$ cat config.mk
export PLATFORM = sky130hd
export DESIGN_NAME = lc3x_regfile
export DESIGN_NICKNAME = d
export VERILOG_FILES = /design/src/rtl/lc3x_pkg.sv /design/src/rtl/lc3x_regfile.sv
export SDC_FILE = /design/constraint.sdc
export NUM_CORES = 1
export LEC_CHECK = 0
export ABC_AREA = 1
export BUFFER_PORTS_ARGS = -buffer_cell sky130_fd_sc_hd__buf_2
export CAP_MARGIN = 20
export CORE_MARGIN = 2
export CORE_UTILIZATION = 30
export DETAILED_ROUTE_END_ITERATION = 10
export GPL_TIMING_DRIVEN = 1
export SLEW_MARGIN = 20
export SYNTH_ARGS = -nofsm -noshare
export SYNTH_HDL_FRONTEND = slang
export SYNTH_SLANG_ARGS = --single-unit
$ cat constraint.sdc
create_clock -name clk -period 1.5 [get_ports clk]
set_clock_uncertainty 0.15 [all_clocks]
set_input_delay 0.3 -clock clk [delete_from_list [all_inputs] [get_ports clk]]
set_output_delay 0.3 -clock clk [all_outputs]
set_load 0.01 [all_outputs]
$ cat src/rtl/lc3x_pkg.sv
`default_nettype none
// ----------------------------------------------------------------------------
// lc3x_pkg
// shared opcodes, condition code constants, write-port types and helpers
// for the lc3 execute unit
// ----------------------------------------------------------------------------
package lc3x_pkg;

	typedef enum logic [3:0] {
		OPC_BR   = 4'h0,
		OPC_ADD  = 4'h1,
		OPC_LD   = 4'h2,
		OPC_ST   = 4'h3,
		OPC_JSR  = 4'h4,
		OPC_AND  = 4'h5,
		OPC_LDR  = 4'h6,
		OPC_STR  = 4'h7,
		OPC_RTI  = 4'h8,
		OPC_NOT  = 4'h9,
		OPC_LDI  = 4'hA,
		OPC_STI  = 4'hB,
		OPC_JMP  = 4'hC,
		OPC_RES  = 4'hD,
		OPC_LEA  = 4'hE,
		OPC_TRAP = 4'hF
	} opcode_t;

	localparam logic [2:0] CC_N     = 3'b100;
	localparam logic [2:0] CC_Z     = 3'b010;
	localparam logic [2:0] CC_P     = 3'b001;
	localparam logic [2:0] CC_RESET = CC_Z;

	localparam logic [2:0] LINK_REG = 3'd7;

	// register file write port
	typedef struct packed {
		logic        we;
		logic [2:0]  sel;
		logic [15:0] data;
	} rf_wr_t;

	// word memory write port, full 16-bit address
	typedef struct packed {
		logic        we;
		logic [15:0] addr;
		logic [15:0] data;
	} mem_wr_t;

	// one result item
	typedef struct packed {
		logic [15:0] next_pc;
		logic [2:0]  cond_code;
		logic        reg_we;
		logic [2:0]  reg_sel;
		logic [15:0] reg_value;
		logic        mem_we;
		logic [15:0] mem_addr;
		logic [15:0] mem_value;
		logic        illegal;
	} res_item_t;

	function automatic logic [15:0] sext5(input logic [4:0] x);
		return {{11{x[4]}}, x};
	endfunction

	function automatic logic [15:0] sext6(input logic [5:0] x);
		return {{10{x[5]}}, x};
	endfunction

	function automatic logic [15:0] sext9(input logic [8:0] x);
		return {{7{x[8]}}, x};
	endfunction

	function automatic logic [15:0] sext11(input logic [10:0] x);
		return {{5{x[10]}}, x};
	endfunction

	function automatic logic [2:0] nzp_of(input logic [15:0] v);
		logic [2:0] cc;
		if (v == 16'h0000) begin
			cc = CC_Z;
		end else if (v[15]) begin
			cc = CC_N;
		end else begin
			cc = CC_P;
		end
		return cc;
	endfunction

endpackage
`default_nettype wire

$ cat src/rtl/lc3x_regfile.sv
`default_nettype none
// ----------------------------------------------------------------------------
// lc3x_regfile
// eight 16-bit registers, one write port, two registered read ports
// with write-first bypass; per-entry valid bits give the zero reset value
// ----------------------------------------------------------------------------
module lc3x_regfile import lc3x_pkg::*; (
	input  wire logic        clk,
	input  wire logic        arst_n,
	input  wire rf_wr_t      wr,
	input  wire logic        rd_en,
	input  wire logic [2:0]  rd_a_sel,
	input  wire logic [2:0]  rd_b_sel,
	output logic      [15:0] rd_a_data,
	output logic      [15:0] rd_b_data
);

	logic [15:0] mem [8];
	logic [7:0]  valid_q;

	always_ff @(posedge clk or negedge arst_n) begin
		if (!arst_n) begin
			valid_q <= '0;
		end else if (wr.we) begin
			valid_q[wr.sel] <= 1'b1;
		end
	end

	always_ff @(posedge clk) begin
		if (wr.we) begin
			mem[wr.sel] <= wr.data;
		end
	end

	// write-first: a write in the same cycle is seen by the read
	always_ff @(posedge clk) begin
		if (rd_en) begin
			if (wr.we && (wr.sel == rd_a_sel)) begin
				rd_a_data <= wr.data;
			end else begin
				rd_a_data <= valid_q[rd_a_sel] ? mem[rd_a_sel] : '0;
			end
			if (wr.we && (wr.sel == rd_b_sel)) begin
				rd_b_data <= wr.data;
			end else begin
				rd_b_data <= valid_q[rd_b_sel] ? mem[rd_b_sel] : '0;
			end
		end
	end

endmodule
`default_nettype wire

# Word level (Yosys, flattened, before mapping)
# Memories as Yosys holds them, arrays and structs flattened.
# Cells that the tools add are included.
[totals]
reg_bits = 40
ram_bits = 128
input_bits = 29
output_inout_bits = 32
word_cells = 26
memories = 1
[mem_list]
columns = ["name", "depth", "width", "read_ports", "rd_ports_with_merged_regs", "wr", "line_no", "rtl"]
rows = [
  ["mem", 8, 16, 2, 0, 1, "lc3x_regfile.sv:18", "logic [15:0] mem [8];"],
]
[op_classes]
magnitude_cmp = 4
n_eq_ne = 2
mux = 12
n_bitwise = 1
n_reduce_logical = 3
[op_table]
columns = ["op", "count"]
rows = [
  ["$mux 16", 4],
  ["$lt 3x4->1 const B", 3],
  ["$or 8x8->8", 1],
  ["$bmux 1 s3", 2],
  ["$eq 3x3->1", 2],
  ["$mux 1", 5],
  ["$demux 1 s3", 1],
  ["$ge 3x1->1 const B", 1],
  ["$logic_and 1x1->1", 3],
]

# Logic depth before layout (Yosys ltp)
# Gate-level depths: netlist (run 1).
[logic_depth]
word_depth = 5
mapped_depth = 11
depth_no_buf = 8

# Worst setup path before layout (run 1)
# No wires, ideal clock.
[synth_path]
path_kind = "in2reg"
from = "input port wr[16] (netlist bit)"
to = "memory mem[0][0] (enable)"
t_arrival_ps = 1227
required_time_ps = 962
slack_ps = -265
cell_stages = 3
path_buffers = 0
path_cell_list = "inv_1 -> nand2_1 -> nor2_1"
[synth_lines]
columns = ["item", "line_no", "rtl"]
rows = [
  ["start, declared", "lc3x_regfile.sv:10", "input wire rf_wr_t wr,"],
  ["end, declared", "lc3x_regfile.sv:18", ""],
]
# Straight into the memory's write port.

# Worst setup path in the final report (run 1)
[layout_path]
from = "register valid_q[3]"
to = "register rd_a_data[6], data pin"
[layout_between]
elab_chain_cells = 4
[layout_rtl]
columns = ["item", "line_no", "rtl"]
rows = [
  ["start, declared", "lc3x_regfile.sv:19", "logic [7:0] valid_q;"],
  ["start signal, assigned", "lc3x_regfile.sv:23", "valid_q <= '0;"],
  ["start signal, assigned by index", "lc3x_regfile.sv:25", "valid_q[wr.sel] <= 1'b1;"],
  ["$bmux 1 s3", "lc3x_regfile.sv:41", "rd_a_data <= valid_q[rd_a_sel] ? mem[rd_a_sel] : '0;"],
  ["$mux 1 (not written as such)", "lc3x_regfile.sv:41", ""],
  ["$mux 16", "lc3x_regfile.sv:41", ""],
  ["$mux 16", "lc3x_regfile.sv:38", "if (wr.we && (wr.sel == rd_a_sel)) begin"],
  ["end signal, assigned", "lc3x_regfile.sv:39", "rd_a_data <= wr.data;"],
  ["end signal, assigned", "lc3x_regfile.sv:41", ""],
  ["end, declared", "lc3x_regfile.sv:14", "output logic [15:0] rd_a_data,"],
]
# No other way between the ends. The select of a mux whose other input is x is not followed.
# A chain may end at the register's enable or synchronous reset.

==> metrics.md, run 1 <==
| Metric | Value |
|---|---|
| Outcome | finished with violations |
| Violated checks | setup timing |
| Final Hold Vio Count | 0 |
| First-pass GRT wire length | 40280 um |
| Wirelength, routed | 26070 um |
| DRT iter0 DRCs | 663 |
| Worst-Skew Late Latency | 0.43 ns |
| Synthesized area | 8931 um2 |
| Critical Path Source Type | register |
| Netlist cell types | 20 |
| Power Dens Cells | 1039 nW/um2 |
| Detail Placement HPWL | 16320 um |
| Worst path max stage delay | 0.37 ns |
| Asr flop ratio synth | 4.762% |
| Reg2reg start | valid_q[3] |
| Synth warn | 0 |
| Hold Crit Depth | 1 |
| Chip width | 176.5 um |
| Combinational Power Share | 13.5% |
| DRT Pass-1 Iters | 5 |
| FF-to-FF End | rd_a_data[6] |
| Pwr Total | 11.28 mW |
| Routability Congestion | 0.8485 |
| Number of nets in the finished design | 1202 |
| Post-synthesis sequential area ratio | 56.04% |
| Final worst path period need | 1.510 ns |
| Number of global-route vias before repair | 7234 |
| Inserted Clock Buffers | 17 |
| Clock power share | 38.6% |
| R2R setup slack | -0.01 ns |
| Drt drc | 0 |
| Clock root buffer | clkbuf_16 |
| Fmax | 662.3 MHz |
| Synth Flop Type | edfxtp_1 |
| Syn Area/Cell | 8.247 um2 |
| Net switching power | 2.794 mW |
| Vias per cell | 4.757 |
| Cells after synthesis | 1083 |
| Crit end category | register |
| Die Ht | 176.5 um |
| Critical Path, Cell by Cell | inv_2 > nand2_1 > nand3_1 > nand2_1 > nand2_1 > nand2_2 > buf_12 > nand3_1 > nand2_1 |
| Hold Path Class | in -> reg |
| Syn nets | 1112 |
| Leak | 5.136 nW |
| CTS tree | built |
| Post-route ant nets | 0 |
| Area of placed instances | 10110 um2 |
| Final setup margin | -0.009860 ns |
| Final instance area | 10850 um2 |
| Slew Viols, Final | 0 |
| Relative slew slack | 76.65% |
| Crit path max fanout | 16 |
| VDD IR max | 715.1 uV |
| Sw Ratio | 24.78% |
| Area delta synth->final | 21.48% |
| Hold_sp | wr[1] |
| Initial antenna violation count | 0 |
| Share of cells above drive strength 1 | 17.05% |
| DP Worst Slack | -0.2412 ns |
| RSZ-0062 raised after global routing | yes |
| Data required time of the critical path | 1.54 ns |
| Post-synth EDFFs | 160 |
| Max Cap Viol | 0 |
| GRT overflow | 0 |
| Seq pwr share | 48.0% |
| Clock transition at path regs | 0.07 ns |
| Commonest cells in the netlist | nand2_1 (514), nand3_1 (168), edfxtp_1 (160) |
| # rows | 63 |
| Crit-path slowest cell | dfrtp_1 |
| Crit path launch | valid_q[3] |
| Synthesized flop and latch total | 168 |
| Cell Int Power | 8.481 mW |
| Synth top area cells | edfxtp_1 (54%), nand2_1 (22%), nand3_1 (9.4%), inv_1 (5.8%), buf_6 (2.6%) |
| Max Buffers Root-to-Sink | 2 |
| R2r worst-path depth | 9 |
| DR WL/cell | 16.55 um |
| Ports | 61 |
| Diodes inserted | 0 |
| Initial Util | 30.29% |
| Pin count of the biggest net entering global routing | 47 |
| Worst Hold End | mem[7][1] |
| Final Cycle Share | 100.7% |
| Top-count cell post-synth | nand2_1 |
| Crit path arrival time | 1.55 ns |
| Total track usage | 17.10% |
| IO Port Bufs | 60 |
| Vias | 7492 |
| CP dominant cell by count | nand2_1 |
| Core ar. | 29480 um2 |
| CP Class | reg -> reg |
| Clock tree sinks | 168 |
| H-tree depth reported by CTS | 4 |
| Actual slew at the worst max-slew pin | 0.3502 ns |
| Synth area leader | edfxtp_1 |
| Die footprint | 31170 um2 |
| Final setup violation count | 3 |
| Synth top area share | 53.80% |
==> critical path, delay by kind of cell (launching register included) <==
family                 cells  cell delay (ns)
and+or+nand+nor            7             0.49
DFF                        1             0.37
buffers and inverters      2             0.26
==> registers in the layout, summed over array words and instances, names as in the netlist <==
register,cells
rd_b_data,16
valid_q,8
mem,128
rd_a_data,16
==> layout by cell type, fill, tap and decap left out, types with 4 or more instances in the layout <==
master and count:
nand2_1 507, buf_4 38, buf_12 26, o21ai_0 8
nand3_1 154, clkbuf_16 18, nand3_2 14, inv_2 8
buf_2 60, dfrtp_1 8, edfxtp_1 160, inv_4 6
clkinv_1 4, inv_1 131, nand2_2 8, nor2_2 7
==> cell families (layout without fill, tap and decap cells) <==
logic type | after synthesis | count (layout) | synth area share (%)
AO/OA/AOI/OAI | 14 | 14 | 0.8966
AND/OR/NAND/NOR | 698 | 698 | 31.94
flip-flops | 168 | 168 | 56.04
buffers and inverters | 203 | 305 | 11.12
==> routing by layer <==
layer	GRT usage (%)	vias up	routed length, um
met1	22.63	3531	11320
li1	-	3599	-
met5	0	-	0
met2	27.20	314	12080
met4	6.680	0	670
met3	3.876	48	2001
==> power by group through the flow <==
stage                     Combinational [mW]  Sequential [mW]  Clock [mW]
after detailed placement                1.47             5.51           0
after global placement                  1.45             5.51           0
after floorplan                        0.822             5.54           0
after global routing                    1.68             5.42        4.60
final                                   1.52             5.41        4.35
after CTS                               1.48             5.41        4.41
==> worst max-delay path by stage <==
stage                         end  slack (ns)  cells past startpoint
floorplan               mem[4][0]       -0.12                      3
global placement    rd_a_data[11]       -0.19                     10
detailed placement  rd_a_data[11]       -0.24                     10
CTS                  rd_b_data[2]       0.003                      9
global route         rd_b_data[8]       -0.07                      9
finish               rd_a_data[6]       -0.01                      9
==> through the flow <==
stage / std cells / hold slack, ns / setup TNS, ns / utilization [%]
2_1_floorplan: 1083 / -0.1456 / -3.743 / -
3_3_place_gp: 1537 / 0.002190 / -12.54 / 34.29
3_5_place_dp: 1537 / 0.008104 / -13.76 / 34.29
4_1_cts: 1569 / 0.02032 / 0 / 36.30
5_1_grt: 1575 / 0.03364 / -1.465 / 36.80
6_report: 1575 / 0.03439 / -0.02565 / 36.80
==> final cells by class <==
class | count | area, um2
Clock inverter | 11 | 131.4
Multi-Input combinational cell | 712 | 3055
Inverter | 147 | 576.8
Clock buffer | 20 | 436.7
Sequential cell | 168 | 5005
Timing Repair Buffer | 127 | 1156
Fill cell | 3017 | 18630
Tap cell | 390 | 488.0
==> what timing repair did <==
item | 4_1_cts | 5_1_grt
cloned | 0 | 1
endpoints found under the hold margin | 8 | 0
setup endpoints to repair | 24 | 32
hold buffers | 1 | 0
pin swaps | 1 | 9
setup buffers | 0 | 5
resized for setup | 8 | 24
Power figures use the tool's default switching activity.
==> run 2: changes to the inputs <==
Settings changed: SETUP_SLACK_MARGIN set to 0.05.
==> run 2 against run 1 <==
Net effect: the flow still finishes with violations (setup timing); critical endpoint is now rd_b_data[2]; clock power grew 4%; total power grew 2.5%; sequential power is essentially flat; largest power group unchanged; clock-buffer cell count shrank 3; via count shrank 0.55%; flip-flop and latch count is the same; fmax shrank 0.80%.
==> metrics.md, run 2 (synthesis gave the netlist of run 1 again) <==
| Metric | Value |
|---|---|
| First-pass GRT wire length | 41370 um (+2.7%) |
| Slew Viols, Final | 0 (unchanged) |
| Net switching power | 2.997 mW (+7.3%) |
| Fmax | 657.0 MHz (-0.80%) |
| Outcome | finished with violations |
| Initial Util | 30.29% (unchanged) |
| Vias | 7451 (-0.55%) |
| Hold Path Class | in -> reg |
| Largest registers | mem x128, rd_a_data x16, rd_b_data x16 |
| Final setup violation count | 5 (+2) |
| Die footprint | 31170 um2 (unchanged) |
| DRT Pass-1 Iters | 5 (unchanged) |
| Initial antenna violation count | 0 (unchanged) |
| Clock power share | 39.1% (+0.5 points) |
| Chip width | 176.5 um (unchanged) |
| Max Buffers Root-to-Sink | 2 (unchanged) |
| Clock root buffer | clkbuf_16 |
| Inserted Clock Buffers | 17 (unchanged) |
| IO Port Bufs | 60 (unchanged) |
| R2R setup slack | -0.02 ns (about the same) |
| Data required time of the critical path | 1.54 ns (about the same) |
| Number of global-route vias before repair | 7231 (-0.041%) |
| Reg with most FFs | mem |
| Reg2reg start | valid_q[5] |
| GRT overflow | 0 (unchanged) |
| DRT iter0 DRCs | 559 (-16%) |
| Final Hold Vio Count | 0 (unchanged) |
| R2r worst-path depth | 9 (unchanged) |
| Vias per cell | 4.737 (-0.42%) |
| CP dominant cell by count | nand2_2 |
| Worst path max stage delay | 0.38 ns (about the same) |
| Worst-Skew Late Latency | 0.44 ns (about the same) |
| Seq pwr share | 46.8% (-1.2 points) |
| FF-to-FF End | rd_b_data[2] |
| Crit-path slowest cell | dfrtp_1 |
| Critical Path, Cell by Cell | inv_2 > nand2_2 > nand3_2 > nand2_1 > nand2_2 > nand2_4 > clkbuf_16 > nand3_2 > nand2_2 |
| Final worst path period need | 1.522 ns (+0.01222 ns) |
| Leak | 5.170 nW (+0.66%) |
| Crit end category | register |
| Area of placed instances | 10160 um2 (+0.55%) |
| Post-route ant nets | 0 (unchanged) |
| Setup_tns | -0.04496 ns (-0.01931 ns) |
| Number of nets in the finished design | 1199 (-0.25%) |
| CP Class | reg -> reg |
| Post-Layout Cell Count | 1573 (-0.13%) |
| Diodes inserted | 0 (unchanged) |
| Core ar. | 29480 um2 (unchanged) |
| Fin util | 37.71% (+0.91 points) |
| Final instance area | 11120 um2 (+2.5%) |
| Routability Congestion | 0.8571 (+1.0%) |
| Sw Ratio | 25.93% (+1.1 points) |
| Clock tree sinks | 168 (unchanged) |
| Crit path max fanout | 8 (-8) |
| Power Dens Cells | 1040 nW/um2 (about the same) |
| Critical Path Source Type | register |
| Crit path arrival time | 1.56 ns (about the same) |
| Pin count of the biggest net entering global routing | 43 (-8.5%) |
| # rows | 63 (unchanged) |
| Hold_ws | 0.03442 ns (+0.00003090 ns) |
| Max Cap Viol | 0 (unchanged) |
| Drt drc | 0 (unchanged) |
| Ports | 61 (unchanged) |
| Wirelength, routed | 26910 um (+3.2%) |
| Most frequent cells in the layout | nand2_1 (497), edfxtp_1 (160), nand3_1 (135) |
| CTS tree | built |
| Most common cell after layout, fill and taps aside | nand2_1 |
| Total track usage | 17.80% (+0.70 points) |
| Number of flip-flops in the largest register | 128 (unchanged) |
| Detail Placement HPWL | 16120 um (-1.2%) |
| H-tree depth reported by CTS | 4 (unchanged) |
| Combinational Power Share | 14.0% (+0.5 points) |
| Actual slew at the worst max-slew pin | 0.3228 ns (-0.02739 ns) |
| Crit path launch | valid_q[5] |
| Final setup margin | -0.02208 ns (-0.01222 ns) |
| Area delta synth->final | 24.49% |
| Critical Path Sink | rd_b_data[2] |
| Relative slew slack | 78.48% (+1.8 points) |
| Violated checks | setup timing |
| Clock transition at path regs | 0.07 ns (about the same) |
| Cell Int Power | 8.561 mW (+0.94%) |
| Die Ht | 176.5 um (unchanged) |
| Share of cells above drive strength 1 | 19.70% (+2.6 points) |
| DR WL/cell | 17.11 um (+3.4%) |
| VDD IR max | 860.7 uV (+20%) |
| RSZ-0062 raised after global routing | yes |
| Final Cycle Share | 101.5% (+0.81 points) |
| Inst Count DP | 1537 (unchanged) |
run 2: cell count changes in the layout (fill, tap and decap cells not counted), sizes merged:
| cell | change |
|---|---|
| clkbuf | -3 |
| inv | +3 |
| clkinv | -3 |
| clkinvlp | +4 |
| buf | -3 |
run 2: worst max-delay path, delay by kind of cell, from the launching register on:
family / cells / cell delay [ns]
buffers and inverters: 2 / 0.28
flip-flops: 1 / 0.38
AND/OR/NAND/NOR: 7 / 0.46
run 2: cell type report:
class	instances	area, um2
Fill cell	2967	18360
Clock buffer	17	425.4
Clock inverter	15	176.4
Inverter	147	581.8
Sequential cell	168	5005
Multi-Input combinational cell	712	3266
Timing Repair Buffer	124	1176
Tap cell	390	488.0
run 2: what timing repair did:
action / 4_1_cts / 5_1_grt
hold buffers: 1 / 0
pin swaps: 5 / 18
resized for setup: 33 / 39
setup buffers: 0 / 2
endpoints found under the setup margin: 43 / 47
gates cloned: 0 / 1
endpoints found under the hold margin: 8 / 0
run 2: power by group through the flow:
stage / Sequential (mW) / Clock (mW) / Combinational [mW]
after CTS: 5.42 / 4.58 / 1.54
after global routing: 5.43 / 4.78 / 1.79
after floorplan: 5.54 / 0 / 0.838
after global placement: 5.51 / 0 / 1.48
final: 5.41 / 4.52 / 1.62
after detailed placement: 5.51 / 0 / 1.49
run 2: worst min-delay path by stage:
stage           start    endpoint  slack (ns)  cells after the start
2_1_floorplan  arst_n  valid_q[0]       -0.15                      0
3_3_place_gp   arst_n  valid_q[7]      -0.002                      1
3_5_place_dp   arst_n  valid_q[4]       0.008                      1
4_1_cts        wr[13]  mem[5][13]        0.02                      1
5_1_grt         wr[1]   mem[0][1]        0.03                      1
6_report       wr[13]  mem[5][13]        0.03                      1
run 2: through the flow:
stage	worst slack, ns	total power, mW
after floorplan	-0.06281	6.377
after global placement	-0.2519	6.987
after detailed placement	-0.2643	7.002
after CTS	-0.03071	11.54
after global routing	-0.05968	12.00
final	-0.02208	11.56
run 2: per-layer routing:
metal,track usage (%),routed length (um)
met2,30.53,13250
met3,3.510,1962
met4,7.920,978
met1,21.64,10720
met5,0,0
==> run 3: changes to the inputs <==
Settings changed: CELL_PAD_IN_SITES_DETAIL_PLACEMENT set to 0, CELL_PAD_IN_SITES_GLOBAL_PLACEMENT set to 1, PLACE_DENSITY_LB_ADDON set to 0.1.
==> run 3 against run 2 <==
Net effect: the flow still finishes with violations (setup timing); final area grew 1.6%; critical path depth is the same; fmax grew 0.73%; register-to-register slack is essentially flat; clock-buffer cell count is the same; core utilization grew 0.60 points.
==> metrics.md, run 3 (synthesis gave the netlist of run 1 again) <==
| Metric | Value |
|---|---|
| DRT iter0 DRCs | 488 (-13%) |
| Most common cell after layout, fill and taps aside | nand2_1 |
| Crit path launch | valid_q[1] |
| Worst path max stage delay | 0.37 ns (about the same) |
| Crit path max fanout | 8 (unchanged) |
| Fillers | 3068 (+3.4%) |
| Max Cap Viol | 0 (unchanged) |
| Data required time of the critical path | 1.53 ns (about the same) |
| Largest registers | mem x128, rd_a_data x16, rd_b_data x16 |
| Inst Count DP | 1559 (+1.4%) |
| VDD IR max | 674.7 uV (-22%) |
| Vias per cell | 4.624 (-2.4%) |
| DR WL/cell | 19.03 um (+11%) |
| Vias | 7362 (-1.2%) |
| Ports | 61 (unchanged) |
| Area delta synth->final | 26.46% |
| Clock root buffer | clkbuf_16 |
| Final Hold Vio Count | 0 (unchanged) |
| Wl on met1 | 14440 um (+35%) |
| Number of nets in the finished design | 1218 (+1.6%) |
| Hold Path Class | in -> reg |
| Crit-path slowest cell | dfrtp_1 |
| Reg2reg start | valid_q[1] |
| Reg with most FFs | mem |
| Share of cells above drive strength 1 | 21.38% (+1.7 points) |
| DRT Pass-1 Iters | 5 (unchanged) |
| H-tree depth reported by CTS | 4 (unchanged) |
| Total track usage | 20.34% (+2.5 points) |
| Inserted Clock Buffers | 17 (unchanged) |
| Fmax | 661.8 MHz (+0.73%) |
| Hold_ws | 0.05509 ns (+0.02067 ns) |
| Initial antenna violation count | 0 (unchanged) |
| R2r worst-path depth | 9 (unchanged) |
| Wirelength, routed | 30290 um (+13%) |
| Worst-Skew Late Latency | 0.43 ns (about the same) |
| DP Worst Slack | -0.2941 ns (-0.02986 ns) |
| # rows | 63 (unchanged) |
| Crit path arrival time | 1.54 ns (-0.02 ns) |
| Critical Path Source Type | register |
| Actual slew at the worst max-slew pin | 0.4431 ns (+0.1202 ns) |
| Uppermost layer routed | met4 |
| Clock tree sinks | 168 (unchanged) |
| Critical Path Sink | rd_b_data[14] |
| Drt drc | 0 (unchanged) |
| Pin count of the biggest net entering global routing | 41 (-4.7%) |
| Die Ht | 176.5 um (unchanged) |
| Outcome | finished with violations |
| Critical Path, Cell by Cell | inv_2 > nand2_1 > nand3_1 > nand2_1 > nand2_1 > nand2_2 > buf_12 > nand3_4 > nand2_2 |
| RSZ-0062 raised after global routing | yes |
| Chip width | 176.5 um (unchanged) |
| Final setup margin | -0.01099 ns (+0.01109 ns) |
| CTS tree | built |
| Final setup violation count | 2 (-3) |
| Post-Layout Cell Count | 1592 (+1.2%) |
| Number of flip-flops in the largest register | 128 (unchanged) |
| Die footprint | 31170 um2 (unchanged) |
| GRT overflow | 0 (unchanged) |
| Number of global-route vias before repair | 7421 (+2.6%) |
| First-pass GRT wire length | 45970 um (+11%) |
| Violated checks | setup timing |
| Post-route ant nets | 0 (unchanged) |
| Final worst path period need | 1.511 ns (-0.01109 ns) |
| Relative slew slack | 70.46% (-8.0 points) |
| Met2 Routed Length | 14280 um (+7.8%) |
| Hold_sp | wr[3] |
| CP Class | reg -> reg |
| IO Port Bufs | 60 (unchanged) |
| Detail Placement HPWL | 19290 um (+20%) |
| Initial Util | 30.29% (unchanged) |
| Core ar. | 29480 um2 (unchanged) |
| Met3 WL post-DR | 1164 um (-41%) |
| Diodes inserted | 0 (unchanged) |
| Final Cycle Share | 100.7% (-0.74 points) |
| Max Buffers Root-to-Sink | 2 (unchanged) |
| Fin util | 38.31% (+0.60 points) |
| Slew Viols, Final | 0 (unchanged) |
| Leak | 5.278 nW (+2.1%) |
| R2R setup slack | -0.01 ns (about the same) |
| Crit end category | register |
| Most frequent cells in the layout | nand2_1 (495), edfxtp_1 (160), nand3_1 (135) |
| Clock transition at path regs | 0.07 ns (about the same) |
| Routability Congestion | 0.7720 (-9.9%) |
| Postcts setup bufs | 0 (unchanged) |
| CP dominant cell by count | nand2_1 |
| Power Dens Cells | 1040 nW/um2 (about the same) |
| FF-to-FF End | rd_b_data[14] |
| Setup_tns | -0.01764 ns (+0.02732 ns) |
## run 3: cell count changes in the layout (fill, tap and decap cells not counted), sizes merged
| cell | before | now |
|---|---|---|
| clkinvlp | 5 | 4 |
| bufinv | 3 | 2 |
| inv | 148 | 152 |
| clkinv | 6 | 4 |
| clkbuf | 18 | 17 |
| buf | 122 | 142 |
## run 3: stage by stage
step | instance area [um2] | total power [mW]
final | 11290 | 11.75
after global routing | 11290 | 12.23
after CTS | 11140 | 11.82
after detailed placement | 10380 | 7.128
after global placement | 10380 | 7.138
after floorplan | 9026 | 6.377
## run 3: report_power, final
group          internal, mW  switching [mW]
Combinational         0.623            1.09
Sequential             5.35          0.0508
Clock                  2.53            2.10
Total                  8.51            3.24
## run 3: worst max-delay path, delay by kind of cell (launching register included)
family                 cells  cell delay, ns
buffers and inverters      2            0.25
DFF                        1            0.37
and+or+nand+nor            7            0.48
## run 3: layout make-up
type,count,area [um2],share of cell area [%]
inverters,147,581.8,5.151
clock inverters,15,186.4,1.651
repair buffers,143,1365,12.09
clock buffers,17,425.4,3.766
multi-input cells,712,3243,28.71
well taps,390,488.0,4.320
flip-flops and latches,168,5005,44.31
## run 3: per-layer routing
layer  track usage, %  up-vias
li1                 -     3641
met4            4.993        0
met2            33.63      186
met1            28.25     3511
met5                0        -
met3            2.692       24
## run 3: how the worst min path moves through the flow
stage | endpoint | depth (start not counted) | slack, ns
final | mem[0][3] | 1 | 0.06
after global routing | mem[4][15] | 1 | 0.05
after CTS | mem[2][6] | 1 | 0.04
after detailed placement | valid_q[0] | 1 | 0.006
after global placement | valid_q[0] | 1 | 0.005
after floorplan | valid_q[0] | 0 | -0.15
## run 3: repair_timing
item | 4_1_cts | 5_1_grt
pin swaps | 11 | 15
hold buffers | 1 | 0
hold endpoints to repair | 8 | 0
gates resized for setup | 38 | 35
endpoints found under the setup margin | 39 | 43
